File: config.mk
export PLATFORM = sky130hd
export DESIGN_NAME = utf8_bracket_token_scanner
export DESIGN_NICKNAME = d
export VERILOG_FILES = /design/src/rtl/core/ubts_pkg.sv /design/src/rtl/core/ubts_front.sv /design/src/rtl/core/ubts_evq.sv /design/src/rtl/core/ubts_back.sv /design/src/rtl/core/utf8_bracket_token_scanner.sv
export SDC_FILE = /design/constraint.sdc
export NUM_CORES = 1
export LEC_CHECK = 0
export ABC_AREA = 0
export BUFFER_PORTS_ARGS = -buffer_cell sky130_fd_sc_hd__buf_2
export CAP_MARGIN = 10
export CORE_MARGIN = 4
export CORE_UTILIZATION = 61
export DETAILED_ROUTE_END_ITERATION = 12
export PLACE_DENSITY = 0.81
export SLEW_MARGIN = 20
export SYNTH_ARGS = -nofsm -noshare
export SYNTH_HDL_FRONTEND = slang
export SYNTH_SLANG_ARGS = --single-unit
File: constraint.sdc
create_clock -name clk_i -period 9.5 [get_ports clk_i]
set_clock_uncertainty 0.15 [all_clocks]
set_input_delay 0 -clock clk_i [delete_from_list [all_inputs] [get_ports clk_i]]
set_output_delay 0 -clock clk_i [all_outputs]
set_load 0.01 [all_outputs]
File: src/rtl/core/ubts_pkg.sv
// ----------------------------------------------------------------------------
// ubts_pkg
// shared types and constants of the utf-8 bracket token scanner
// ----------------------------------------------------------------------------
package ubts_pkg;

  localparam int unsigned CpW     = 21;
  localparam int unsigned ByteW   = 8;
  localparam int unsigned CfgIdxW = 1;
  localparam int unsigned QDepth  = 2;
  localparam int unsigned QPtrW   = $clog2(QDepth);
  localparam int unsigned QCntW   = $clog2(QDepth + 1);

  localparam logic [CpW-1:0] OpenReset  = CpW'(32'h2329);
  localparam logic [CpW-1:0] CloseReset = CpW'(32'h232A);

  // configuration register indexes
  localparam logic [CfgIdxW-1:0] RegOpen  = 1'b0;
  localparam logic [CfgIdxW-1:0] RegClose = 1'b1;

  // lead byte prefixes
  localparam logic [4:0] Lead4 = 5'b11110;
  localparam logic [3:0] Lead3 = 4'b1110;
  localparam logic [2:0] Lead2 = 3'b110;
  localparam logic [1:0] Cont  = 2'b10;

  typedef enum logic [2:0] {
    KIND_LEFT  = 3'd0,
    KIND_RIGHT = 3'd1,
    KIND_CHAR  = 3'd2,
    KIND_END   = 3'd3,
    KIND_BAD   = 3'd4
  } kind_e;

  typedef enum logic [1:0] {
    EV_POINT = 2'd0,
    EV_END   = 2'd1,
    EV_BAD   = 2'd2
  } ev_kind_e;

  typedef struct packed {
    ev_kind_e       kind;
    logic [CpW-1:0] cp;
  } ev_t;

  typedef struct packed {
    kind_e          kind;
    logic [CpW-1:0] cp;
    logic           in_macro;
  } tok_t;

endpackage

File: src/rtl/core/ubts_front.sv
// ----------------------------------------------------------------------------
// ubts_front
// utf-8 decoder: gathers bytes into code points and emits decode events
// ----------------------------------------------------------------------------
module ubts_front (
  input  logic                       clk_i,
  input  logic                       rst_ni,
  input  logic                       accept_i,
  input  logic [ubts_pkg::ByteW-1:0] byte_in_i,
  input  logic                       end_of_input_i,
  output logic                       ev_push_o,
  output ubts_pkg::ev_t              ev_o
);
  import ubts_pkg::*;

  logic [1:0]     bytes_left_q, bytes_left_d;
  logic [CpW-1:0] partial_q, partial_d;
  logic [CpW-1:0] shifted;

  assign shifted = {partial_q[CpW-7:0], byte_in_i[5:0]};

  always_comb begin
    bytes_left_d = bytes_left_q;
    partial_d    = partial_q;
    ev_push_o    = 1'b0;
    ev_o.kind    = EV_POINT;
    ev_o.cp      = '0;
    if (accept_i) begin
      if (end_of_input_i) begin
        bytes_left_d = '0;
        partial_d    = '0;
        ev_push_o    = 1'b1;
        ev_o.kind    = EV_END;
      end else if (bytes_left_q != 2'd0) begin
        if (byte_in_i[7:6] != Cont) begin
          // broken sequence, byte consumed
          bytes_left_d = '0;
          partial_d    = '0;
          ev_push_o    = 1'b1;
          ev_o.kind    = EV_BAD;
        end else if (bytes_left_q == 2'd1) begin
          bytes_left_d = '0;
          partial_d    = '0;
          ev_push_o    = 1'b1;
          ev_o.cp      = shifted;
        end else begin
          bytes_left_d = bytes_left_q - 2'd1;
          partial_d    = shifted;
        end
      end else if (byte_in_i[7:3] == Lead4) begin
        partial_d    = CpW'(byte_in_i[2:0]);
        bytes_left_d = 2'd3;
      end else if (byte_in_i[7:4] == Lead3) begin
        partial_d    = CpW'(byte_in_i[3:0]);
        bytes_left_d = 2'd2;
      end else if (byte_in_i[7:5] == Lead2) begin
        partial_d    = CpW'(byte_in_i[4:0]);
        bytes_left_d = 2'd1;
      end else if (!byte_in_i[7]) begin
        ev_push_o = 1'b1;
        ev_o.cp   = CpW'(byte_in_i);
      end else begin
        // stray continuation byte or invalid lead byte
        partial_d = '0;
        ev_push_o = 1'b1;
        ev_o.kind = EV_BAD;
      end
    end
  end

  always_ff @(posedge clk_i or negedge rst_ni) begin
    if (!rst_ni) begin
      bytes_left_q <= '0;
      partial_q    <= '0;
    end else begin
      bytes_left_q <= bytes_left_d;
      partial_q    <= partial_d;
    end
  end

endmodule

File: src/rtl/core/ubts_evq.sv
// ----------------------------------------------------------------------------
// ubts_evq
// short event queue between decoder and token stage
// ----------------------------------------------------------------------------
module ubts_evq (
  input  logic          clk_i,
  input  logic          rst_ni,
  input  logic          push_i,
  input  ubts_pkg::ev_t data_i,
  output logic          full_o,
  input  logic          pop_i,
  output logic          empty_o,
  output ubts_pkg::ev_t data_o
);
  import ubts_pkg::*;

  ev_t              mem_q [QDepth];
  logic [QPtrW-1:0] wr_ptr_q, rd_ptr_q;
  logic [QCntW-1:0] cnt_q;
  logic             do_push, do_pop;

  assign full_o  = (cnt_q == QCntW'(QDepth));
  assign empty_o = (cnt_q == '0);
  assign do_push = push_i && !full_o;
  assign do_pop  = pop_i && !empty_o;
  assign data_o  = mem_q[rd_ptr_q];

  always_ff @(posedge clk_i) begin
    if (do_push) begin
      mem_q[wr_ptr_q] <= data_i;
    end
  end

  always_ff @(posedge clk_i or negedge rst_ni) begin
    if (!rst_ni) begin
      wr_ptr_q <= '0;
      rd_ptr_q <= '0;
      cnt_q    <= '0;
    end else begin
      if (do_push) begin
        wr_ptr_q <= wr_ptr_q + QPtrW'(1);
      end
      if (do_pop) begin
        rd_ptr_q <= rd_ptr_q + QPtrW'(1);
      end
      if (do_push && !do_pop) begin
        cnt_q <= cnt_q + QCntW'(1);
      end else if (do_pop && !do_push) begin
        cnt_q <= cnt_q - QCntW'(1);
      end
    end
  end

endmodule

File: src/rtl/core/ubts_back.sv
// ----------------------------------------------------------------------------
// ubts_back
// token stage: bracket matching, macro flag and the result queue
// ----------------------------------------------------------------------------
module ubts_back (
  input  logic                     clk_i,
  input  logic                     rst_ni,
  input  logic                     ev_empty_i,
  input  ubts_pkg::ev_t            ev_i,
  output logic                     ev_pop_o,
  input  logic [ubts_pkg::CpW-1:0] open_code_i,
  input  logic [ubts_pkg::CpW-1:0] close_code_i,
  input  logic                     pop_i,
  output logic                     empty_o,
  output ubts_pkg::tok_t           tok_o
);
  import ubts_pkg::*;

  logic             macro_q, macro_d;
  logic             tok_valid;
  tok_t             tok;
  tok_t             mem_q [QDepth];
  logic [QPtrW-1:0] wr_ptr_q, rd_ptr_q;
  logic [QCntW-1:0] cnt_q;
  logic             oq_full, do_push, do_pop;

  assign oq_full  = (cnt_q == QCntW'(QDepth));
  assign empty_o  = (cnt_q == '0);
  assign ev_pop_o = !ev_empty_i && !oq_full;
  assign do_pop   = pop_i && !empty_o;
  assign do_push  = ev_pop_o && tok_valid;
  assign tok_o    = mem_q[rd_ptr_q];

  always_comb begin
    macro_d   = macro_q;
    tok_valid = 1'b0;
    tok.kind  = KIND_BAD;
    tok.cp    = '0;
    if (ev_pop_o) begin
      unique case (ev_i.kind)
        EV_END: begin
          tok_valid = 1'b1;
          tok.kind  = KIND_END;
        end
        EV_BAD: begin
          tok_valid = 1'b1;
          tok.kind  = KIND_BAD;
        end
        EV_POINT: begin
          tok.cp = ev_i.cp;
          // open test wins when both codes match
          if (ev_i.cp == open_code_i) begin
            macro_d   = 1'b1;
            tok_valid = 1'b1;
            tok.kind  = KIND_LEFT;
          end else if (ev_i.cp == close_code_i) begin
            macro_d   = 1'b0;
            tok_valid = 1'b1;
            tok.kind  = KIND_RIGHT;
          end else if (macro_q) begin
            tok_valid = 1'b1;
            tok.kind  = KIND_CHAR;
          end
        end
        default: begin
          tok_valid = 1'b0;
        end
      endcase
    end
    tok.in_macro = macro_d;
  end

  always_ff @(posedge clk_i) begin
    if (do_push) begin
      mem_q[wr_ptr_q] <= tok;
    end
  end

  always_ff @(posedge clk_i or negedge rst_ni) begin
    if (!rst_ni) begin
      macro_q  <= 1'b0;
      wr_ptr_q <= '0;
      rd_ptr_q <= '0;
      cnt_q    <= '0;
    end else begin
      macro_q <= macro_d;
      if (do_push) begin
        wr_ptr_q <= wr_ptr_q + QPtrW'(1);
      end
      if (do_pop) begin
        rd_ptr_q <= rd_ptr_q + QPtrW'(1);
      end
      if (do_push && !do_pop) begin
        cnt_q <= cnt_q + QCntW'(1);
      end else if (do_pop && !do_push) begin
        cnt_q <= cnt_q - QCntW'(1);
      end
    end
  end

endmodule

File: src/rtl/core/utf8_bracket_token_scanner.sv
// ----------------------------------------------------------------------------
// utf8_bracket_token_scanner
// decodes a utf-8 byte stream and hands out bracket, character, end and
// malformed tokens, tracking whether the stream is inside a bracketed macro
// ----------------------------------------------------------------------------
// path: a byte's event is written into the event queue, and the token stage
//   then writes its token into the result queue that drives the result ports
// throughput: one byte per cycle while full is low, set by the decoder update
//   and the one-event-per-cycle token stage; full only rises on result back-pressure
// reset: asynchronous, clears decoder state, macro flag and both queues, and
//   loads the default open and close codes
module utf8_bracket_token_scanner (
  input  logic                         clk_i,
  input  logic                         rst_ni,
  // byte input
  input  logic                         push,
  output logic                         full,
  input  logic [ubts_pkg::ByteW-1:0]   byte_in_i,
  input  logic                         end_of_input_i,
  // token output
  output logic                         empty,
  input  logic                         pop,
  output logic [2:0]                   token_kind_o,
  output logic [ubts_pkg::CpW-1:0]     code_point_o,
  output logic                         in_macro_o,
  // configuration
  input  logic                         cfg_we_i,
  input  logic [ubts_pkg::CfgIdxW-1:0] cfg_index_i,
  input  logic [ubts_pkg::CpW-1:0]     cfg_wdata_i
);
  import ubts_pkg::*;

  // configuration registers
  logic [CpW-1:0] open_code_q, close_code_q;

  // front to back event path
  logic accept;
  logic ev_push, ev_full, ev_empty, ev_pop;
  ev_t  ev_in, ev_out;
  tok_t tok;

  // an item is taken whenever the event queue has room
  assign full   = ev_full;
  assign accept = push && !full;

  always_ff @(posedge clk_i or negedge rst_ni) begin
    if (!rst_ni) begin
      open_code_q  <= OpenReset;
      close_code_q <= CloseReset;
    end else if (cfg_we_i) begin
      unique case (cfg_index_i)
        RegOpen:  open_code_q  <= cfg_wdata_i;
        RegClose: close_code_q <= cfg_wdata_i;
        default:  ;
      endcase
    end
  end

  // decoder: bytes in, code point / end / malformed events out
  ubts_front u_front (
    .clk_i,
    .rst_ni,
    .accept_i       (accept),
    .byte_in_i,
    .end_of_input_i,
    .ev_push_o      (ev_push),
    .ev_o           (ev_in)
  );

  // decouples the decoder from result back-pressure
  ubts_evq u_evq (
    .clk_i,
    .rst_ni,
    .push_i  (ev_push),
    .data_i  (ev_in),
    .full_o  (ev_full),
    .pop_i   (ev_pop),
    .empty_o (ev_empty),
    .data_o  (ev_out)
  );

  // bracket matching, macro flag, result queue
  ubts_back u_back (
    .clk_i,
    .rst_ni,
    .ev_empty_i   (ev_empty),
    .ev_i         (ev_out),
    .ev_pop_o     (ev_pop),
    .open_code_i  (open_code_q),
    .close_code_i (close_code_q),
    .pop_i        (pop),
    .empty_o      (empty),
    .tok_o        (tok)
  );

  assign token_kind_o = tok.kind;
  assign code_point_o = tok.cp;
  assign in_macro_o   = tok.in_macro;

  // the decoder never pushes an event that the queue cannot hold
  assert property (@(posedge clk_i) disable iff (!rst_ni) ev_push |-> !ev_full)
    else $error("event pushed into a full queue");

  // an end-of-input item always leaves an event behind for the token stage
  assert property (@(posedge clk_i) disable iff (!rst_ni)
                   (push && !full && end_of_input_i) |=> !ev_empty)
    else $error("end of input lost");

  // a left bracket always enters a macro, a right bracket always leaves one
  assert property (@(posedge clk_i) disable iff (!rst_ni)
                   (!empty && (token_kind_o == KIND_LEFT)) |-> in_macro_o)
    else $error("left bracket outside macro");
  assert property (@(posedge clk_i) disable iff (!rst_ni)
                   (!empty && (token_kind_o == KIND_RIGHT)) |-> !in_macro_o)
    else $error("right bracket inside macro");

  // end and malformed tokens carry no code point
  assert property (@(posedge clk_i) disable iff (!rst_ni)
                   (!empty && ((token_kind_o == KIND_END) || (token_kind_o == KIND_BAD)))
                   |-> (code_point_o == '0))
    else $error("code point on end or malformed token");

endmodule

==> summary.md, run 1 <==
| Metric | Value |
|---|---|
| Number of placed cells counting well taps | `689` |
| Fraction of post-synthesis cell area in the top cell type by area | `39.57%` |
| DR vias/cell | `5.730` |
| Final slew viol count | `0` |
| H-tree Lvls | `4` |
| Register-to-register path setup slack | `5870 ps` |
| TritonCTS clock tree | `done` |
| Nets@finish | `647` |
| Worst R2R End | `u_back.cnt_q[1]$_DFFE_PN0P_` |
| Number of clock sinks seen by CTS | `164` |
| Last weighted congestion value of the routability-driven placer | `0.9019` |
| Count of warnings emitted by yosys | `0` |
| Number of I/O pins | `63` |
| Root Buffer Master | `sky130_fd_sc_hd__clkbuf_16` |
| Pwr dens | `297.7 nW/um^2` |
| Total gr overflow | `0` |
| CTS resizes | `0` |
| Worst supply voltage drop on vdd | `0.1763 mV` |
| Share of post-route cells with drive strength above 1 | `22.37%` |
| CP max stage delay | `1060 ps` |
| Data arrival at the endpoint of the critical path | `3780 ps` |
| Remaining antenna violation count after routing | `0` |
| Maximum number of pins on one net before global-route repair | `69` |
| Post-Syn Area per Cell | `14.69 um^2` |
| Sum of met3 wire segment lengths after detailed routing | `701 um` |
| Die Y-Extent | `117.3 um` |
| Number of cells traversed by the worst register-to-register path | `10` |
| Number of synthesized flops with an enable pin | `96` |
| Final count of negative-setup-slack endpoints | `0` |
| Cell area after synthesis | `7286 um^2` |
| Finished layout cell area | `8727 um^2` |
| Clock input transition at the sequential cells of the worst setup and hold paths | `60 ps` |
| FP Rows | `39` |
| Post-CTS Setup Inserts | `0` |
| Most prevalent standard cell on the critical path | `sky130_fd_sc_hd__xnor2_1` |
| Critical path, cell by cell | `mux2i_1 > xnor2_1 > nor4_1 > nand4_1 > o22a_1 > a21boi_1 > ha_1 > xor2_1 > nor2_1 > xnor2_1` |
| Width of the chip | `117.3 um` |
| Floorplan Core Area | `11,560 um^2` |
| Vias in the first global route | `4,488` |
| Number of cells on the worst hold path | `4` |
| Cell type with the largest total area after synthesis | `sky130_fd_sc_hd__edfxtp_1` |
| End-of-flow core utilization | `75.46%` |
| Nature of the critical path endpoint | `flop` |
| Final Hold Fails | `0` |
| Count of hold buffers inserted by post-cts repair | `39` |
| Max Buffers Root-to-Sink | `2` |
| Category of the most critical setup path | `flop to flop` |
| Run status | `completed` |
| Number of buffers created by CTS | `17` |
| Total die area | `13,760 um^2` |
| Number of optimization iterations in the first detailed-route pass | `5` |
| Quantity of I/O buffers inserted on ports | `62` |
| Dominant cells by area after synthesis | `sky130_fd_sc_hd__edfxtp_1 (40%), sky130_fd_sc_hd__dfrtp_1 (19%), sky130_fd_sc_hd__mux2_1 (9.1%)` |
| Post-Synthesis Cells | `496` |
| Setup repair after global routing missed its margin | `false` |
| Number of antenna violations at the first check in global routing | `0` |
| Category of cells accounting for the largest share of critical-path delay | `flip-flops` |
| Count of fill cells added during filler insertion | `687` |
| Starting utilization of the core area | `63.00%` |
| Global router's overall resource usage | `23.52%` |
| Nets in the synthesized netlist | `539` |
| Startpoint Class | `flop` |
| Routed vias | `4,355` |
| Kind of path behind the tightest hold check | `primary input to flop` |
| Post-layout instance count excluding filler cells | `760` |
| Relative slew slack | `26.73%` |
| Share of the yosys chip area belonging to registers | `63.13%` |
| Most common cell in the netlist | `sky130_fd_sc_hd__edfxtp_1` |
| End of the worst hold path | `open_code_q[17]$_DFFE_PN0P_` |
| HPWL Detailed | `10,130 um` |
| Antenna diode instance count | `0` |
| Source of the worst register-to-register timing path | `u_evq.rd_ptr_q$_DFFE_PN0P_` |
| Highest layer used for signal routing | `met4` |
| Transition time at the pin with the least slew margin | `1096 ps` |
| Commonest cells in the synthesized netlist | `sky130_fd_sc_hd__edfxtp_1 (96), sky130_fd_sc_hd__mux2_1 (59), sky130_fd_sc_hd__dfrtp_1 (56), sky130_fd_sc_hd__xnor2_1 (43), sky130_fd_sc_hd__nor2_1 (32)` |
| Starting DRT DRC Count | `348` |
| Post-synthesis register bit count | `164` |
| Static leakage | `0.003349 uW` |
| Total Wirelength | `14,830 um` |
| Cell Area, Placed | `7726 um^2` |
| Launch point of the worst hold path | `cfg_index_i` |
| Worst skew pair latency | `410 ps` |
| Cell at the slowest stage of the critical path | `sky130_fd_sc_hd__dfrtp_2` |
| Post-layout minimum cycle time | `3630 ps` |
| Max Clock Freq | `275.5 MHz` |
| Max-cap check violation count | `0` |
| Period utilisation layout | `38.21%` |
| Met2 wirelength from detailed routing | `7396 um` |
| Routed length on met1 | `6334 um` |
| Post-synth ARST share | `41.46%` |
| Maximum fanout along the worst path | `24` |
| Worst path bufs/invs | `0` |
| Setup_tns | `0 ps` |
| Wire length of the first global-routing pass | `23,780 um` |
| Layout overhead on the synthesized area | `19.78%` |
| Average wire length per cell after detail routing | `19.51 um` |
| Synth cell types | `45` |
| CP Data Required Time | `9650 ps` |
| Post-synth top flop | `sky130_fd_sc_hd__edfxtp_1` |
| DRC errors left | `0` |
worst min-delay path, delay by kind of cell:
kind | cells | cell delay, ps
buffers and inverters | 2 | 320
muxes | 1 | 230
and+or+nand+nor | 1 | 40
metal layers:
| metal | vias up | track usage [%] |
|---|---|---|
| met2 | 143 | 37.56 |
| met1 | 2171 | 31.55 |
| met5 | - | 0 |
| met3 | 27 | 4.524 |
| met4 | 0 | 10.63 |
| li1 | 2014 | - |
cell type report:
type,instances,area [um^2],share of cell area [%]
sequential,164,4601,52.72
multi-input combinational,305,2576,29.52
timing repair buffer,105,730.7,8.373
clock buffer,21,440.4,5.047
tap,143,178.9,2.050
clock inverter,11,158.9,1.821
inverter,11,41.29,0.4731
power by group:
part	switching [uW]	total (uW)	internal (uW)
combinational	434	798	365
sequential	140	1110	967
clock	256	692	436
total	830	2600	1770
worst max path at each step:
stage / startpoint / to / slack (ps) / cells past startpoint
global placement: u_evq.rd_ptr_q$_DFFE_PN0P_ / u_back.mem_q[0][11]$_DFFE_PP_ / 5630 / 6
detailed placement: u_evq.rd_ptr_q$_DFFE_PN0P_ / u_back.mem_q[0][7]$_DFFE_PP_ / 5520 / 6
CTS: u_evq.rd_ptr_q$_DFFE_PN0P_ / u_back.mem_q[0][24]$_DFFE_PP_ / 5520 / 6
finish: u_evq.rd_ptr_q$_DFFE_PN0P_ / u_back.cnt_q[1]$_DFFE_PN0P_ / 5870 / 10
global route: u_evq.rd_ptr_q$_DFFE_PN0P_ / u_back.mem_q[0][1]$_DFFE_PP_ / 5660 / 6
floorplan: u_evq.rd_ptr_q$_DFFE_PN0P_ / u_back.mem_q[1][0]$_DFFE_PP_ / 6000 / 8
state kept, by name (all words and copies together), names as in the netlist:
register,count
u_back.mem_q,50
u_evq.mem_q,46
close_code_q,21
open_code_q,21
u_front.partial_q,15
u_back.cnt_q,2
u_evq.cnt_q,2
u_front.bytes_left_q,2
u_back.macro_q,1
u_back.rd_ptr_q,1
u_back.wr_ptr_q,1
u_evq.rd_ptr_q,1
u_evq.wr_ptr_q,1
metrics by stage:
stage | hold WS, ps | power [uW] | setup slack (ps)
floorplan | -445.6 | 1674 | 5996
global placement | 74.61 | 1863 | 5626
detailed placement | 80.97 | 1894 | 5524
CTS | 48.19 | 2610 | 5522
global route | 66.44 | 2736 | 5661
finish | 65.34 | 2598 | 5870
cells by family (layout without fill, tap and decap cells):
logic type | after synthesis | count (layout) | synth area share, %
XOR/XNOR | 51 | 51 | 6.131
AO/OA/AOI/OAI | 46 | 46 | 4.620
multiplexers | 90 | 90 | 15.66
buffers and inverters | 27 | 148 | 1.820
flip-flops | 164 | 164 | 63.13
AND/OR/NAND/NOR | 111 | 111 | 7.436
adder cells (fa/ha/maj) | 7 | 7 | 1.202
placed cells by master (no fill, tap or decap), drive strengths merged, types with 7 or more instances in the layout:
cell type	count
o21ai	8
xnor2	43
mux2	67
ha	7
inv	11
nor3	9
dfrtp	56
mux2i	23
buf	66
nand2	24
nor4	8
a21oi	7
and2	22
dfstp	12
dlygate4sd3	39
xor2	8
clkbuf	21
edfxtp	96
a22o	11
nor2	32
No activity file was read; power rests on OpenSTA's default activity.
==> run 2, diff against run 1 <==
--- a/config.mk
+++ b/config.mk
@@ -9,9 +9,9 @@
 export BUFFER_PORTS_ARGS = -buffer_cell sky130_fd_sc_hd__buf_2
 export CAP_MARGIN = 10
 export CORE_MARGIN = 4
-export CORE_UTILIZATION = 61
+export CORE_UTILIZATION = 59
 export DETAILED_ROUTE_END_ITERATION = 12
-export PLACE_DENSITY = 0.81
+export PLACE_DENSITY = 0.79
 export SLEW_MARGIN = 20
 export SYNTH_ARGS = -nofsm -noshare
 export SYNTH_HDL_FRONTEND = slang
==> constraint.sdc (replaced) <==
create_clock -name clk_i -period 3.8 [get_ports clk_i]
set_clock_uncertainty 0.15 [all_clocks]
set_input_delay 0 -clock clk_i [delete_from_list [all_inputs] [get_ports clk_i]]
set_output_delay 0 -clock clk_i [all_outputs]
set_load 0.01 [all_outputs]
==> run 2 against run 1 <==
  * Highest routed layer unchanged
  * Die area is 3.2% higher
  * Non-clock buffer count is 5 higher
  * Combinational power grew to 2.7 times the previous value
  * Sequential power is 140% higher
  * Clock power is 140% higher
  * Sequential share of layout area is 0.45 points lower
  * Setup slack worse by 5400 ps
  * Worst hold slack worse by 50 ps
  * Flip-flop and latch count stayed put
  * Routed wire length is 0.15% lower
  * Global-route usage is 1.4 points lower
==> summary.md, run 2 (synthesis results as in run 1) <==
| Metric | Value |
|---|---|
| Run status | `completed` |
| Transition time at the pin with the least slew margin | `1082 ps (-14.66 ps)` |
| Antenna diode instance count | `0 (unchanged)` |
| Starting DRT DRC Count | `256 (-26%)` |
| Root Buffer Master | `sky130_fd_sc_hd__clkbuf_16` |
| Final Hold Fails | `0 (unchanged)` |
| Static leakage | `0.003382 uW (+0.99%)` |
| Category of the most critical setup path | `flop to flop` |
| HPWL Detailed | `10,280 um (+1.5%)` |
| H-tree Lvls | `4 (unchanged)` |
| Max-cap check violation count | `0 (unchanged)` |
| Finished layout cell area | `8805 um^2 (+0.89%)` |
| Period utilisation layout | `87.14% (+49 points)` |
| Final count of negative-setup-slack endpoints | `0 (unchanged)` |
| End-of-flow core utilization | `73.00% (-2.5 points)` |
| Final slew viol count | `0 (unchanged)` |
| Startpoint Class | `flop` |
| Nature of the critical path endpoint | `flop` |
| Source of the worst register-to-register timing path | `u_evq.rd_ptr_q$_DFFE_PN0P_` |
| Post-layout minimum cycle time | `3311 ps (-318.9 ps)` |
| Number of buffers created by CTS | `17 (unchanged)` |
| Starting utilization of the core area | `60.40% (-2.6 points)` |
| Last weighted congestion value of the routability-driven placer | `0.9195 (+2.0%)` |
| Wire length of the first global-routing pass | `23,730 um (-0.20%)` |
| Floorplan Core Area | `12,060 um^2 (+4.3%)` |
| Max Clock Freq | `302.0 MHz (+9.6%)` |
| Setup_tns | `0 ps (unchanged)` |
| Nets@finish | `652 (+0.77%)` |
| Average wire length per cell after detail routing | `18.74 um (-3.9%)` |
| Launch point of the worst hold path | `cfg_we_i` |
| Total gr overflow | `0 (unchanged)` |
| Cell at the slowest stage of the critical path | `sky130_fd_sc_hd__dfrtp_2` |
| Layout overhead on the synthesized area | `20.85%` |
| Width of the chip | `119.1 um (+1.6%)` |
| Commonest cells after routing, fill and taps aside | `sky130_fd_sc_hd__edfxtp_1 (96), sky130_fd_sc_hd__buf_2 (62), sky130_fd_sc_hd__mux2_1 (59)` |
| FP Rows | `40 (+2.6%)` |
| CTS resizes | `0 (unchanged)` |
| Registers with the most flip-flops | `u_back.mem_q x50, u_evq.mem_q x46` |
| CP Data Required Time | `3960 ps (-5690 ps)` |
| Share of post-route cells with drive strength above 1 | `23.95% (+1.6 points)` |
| Die Y-Extent | `119.1 um (+1.6%)` |
| Number of optimization iterations in the first detailed-route pass | `5 (unchanged)` |
| Total Wirelength | `14,800 um (-0.15%)` |
| Slack of the critical path | `488.6 ps (-5381 ps)` |
| Kind of path behind the tightest hold check | `primary input to flop` |
| Routed vias | `4,325 (-0.69%)` |
| Worst skew pair latency | `430 ps (+20 ps)` |
| DR vias/cell | `5.475 (-4.5%)` |
| First element of the critical path | `u_evq.rd_ptr_q$_DFFE_PN0P_` |
| Number of antenna violations at the first check in global routing | `0 (unchanged)` |
| Minimum setup slack after placement | `574.3 ps (-4949 ps)` |
| Setup repair after global routing missed its margin | `false` |
| Relative slew slack | `27.71% (+0.98 points)` |
| TritonCTS clock tree | `done` |
| Register name with the most flops | `u_back.mem_q` |
| Number of clock sinks seen by CTS | `164 (unchanged)` |
| Worst supply voltage drop on vdd | `0.5172 mV (+190%)` |
| Quantity of I/O buffers inserted on ports | `62 (unchanged)` |
| Most prevalent standard cell on the critical path | `sky130_fd_sc_hd__xnor2_1` |
| Max Buffers Root-to-Sink | `2 (unchanged)` |
| DRC errors left | `0 (unchanged)` |
| Count of fill cells added during filler insertion | `743 (+8.2%)` |
| Cell Area, Placed | `7840 um^2 (+1.5%)` |
| Total die area | `14,190 um^2 (+3.2%)` |
| Flip-flop count of the largest register, all copies and words added | `50 (unchanged)` |
| Maximum fanout along the worst path | `13 (-46%)` |
| Data arrival at the endpoint of the critical path | `3470 ps (-310 ps)` |
| Maximum number of pins on one net before global-route repair | `40 (-42%)` |
| Pwr dens | `737.5 nW/um^2 (+150%)` |
| Critical path, cell by cell | `buf_4 > mux2i_4 > xnor2_1 > nor4_1 > nand4_1 > o22a_1 > a21boi_1 > ha_1 > xor2_1 > nor2_1 > xnor2_1` |
| Vias in the first global route | `4,521 (+0.74%)` |
| CP max stage delay | `480 ps (-580 ps)` |
| Global router's overall resource usage | `22.07% (-1.4 points)` |
| Number of I/O pins | `63 (unchanged)` |
| Commonest non-fill, non-tap cell in the layout | `sky130_fd_sc_hd__edfxtp_1` |
| Clock input transition at the sequential cells of the worst setup and hold paths | `60 ps (about the same)` |
| Remaining antenna violation count after routing | `0 (unchanged)` |
-- run 2: changes by cell type in the layout (fill, tap and decap cells not counted), moves of 2 or more --
cell / change
sky130_fd_sc_hd__bufinv_16: -2
sky130_fd_sc_hd__clkinv_4: +3
sky130_fd_sc_hd__dlygate4sd3_1: -2
sky130_fd_sc_hd__clkbuf_8: +2
sky130_fd_sc_hd__buf_12: +2
sky130_fd_sc_hd__clkbuf_1: -4
sky130_fd_sc_hd__buf_4: +5
-- run 2: worst paths after layout --
kind	slack (ps)	to	depth (start not counted)
min	20	open_code_q[14]$_DFFE_PN0P_	3
min in group asynchronous	90	u_evq.cnt_q[1]$_DFFE_PN0P_	2
max in group asynchronous	2440	close_code_q[8]$_DFFE_PN1P_	3
max reg2reg	490	u_back.cnt_q[1]$_DFFE_PN0P_	11
min reg2reg	350	u_front.partial_q[13]$_DFFE_PN0P_	1
max	490	u_back.cnt_q[1]$_DFFE_PN0P_	11
-- run 2: where the power goes --
group	total, uW	switching, uW	internal [uW]	leakage, uW
clock	1670	672	996	0.000272
combinational	2140	1180	965	0.00139
sequential	2680	264	2420	0.00172
-- run 2: what timing repair did --
item / 4_1_cts / 5_1_grt
endpoints found under the hold margin: 103 / 0
buffers inserted: 0 / 0
hold buffers: 37 / 0
-- run 2: layout make-up --
class	count	area, um^2	share of cell area [%]
Sequential cell	164	4602	52.27
Multi-Input combinational cell	305	2576	29.26
Timing Repair Buffer	110	788.3	8.953
Clock buffer	19	452.9	5.144
Tap cell	168	210.2	2.387
Clock inverter	13	133.9	1.521
Inverter	11	41.29	0.4690
-- run 2: stage by stage --
| stage | power, uW | hold slack (ps) | std cells |
|---|---|---|---|
| after floorplan | 4185 | -445.6 | 496 |
| after detailed placement | 4811 | 27.48 | 721 |
| after global routing | 6812 | 18.31 | 790 |
| after CTS | 6522 | 7.365 | 790 |
| after global placement | 4748 | 9.133 | 721 |
| final | 6494 | 15.05 | 790 |
-- run 2: worst max-delay path, delay by kind of cell (launching register included) --
kind	cells	cell delay, ps
adder cells (fa/ha/maj)	1	180
AO/OA/AOI/OAI	2	450
buffers and inverters	1	380
AND/OR/NAND/NOR	3	770
flip-flops	1	480
multiplexers	1	390
XOR/XNOR	3	390
-- run 2: layer usage --
layer	vias to the layer above	routed length [um]	global-route usage (%)
met5	-	0	0
met4	0	330	9.776
met3	26	569	4.131
met2	109	7642	37.16
met1	2166	6260	27.93
li1	2024	-	-
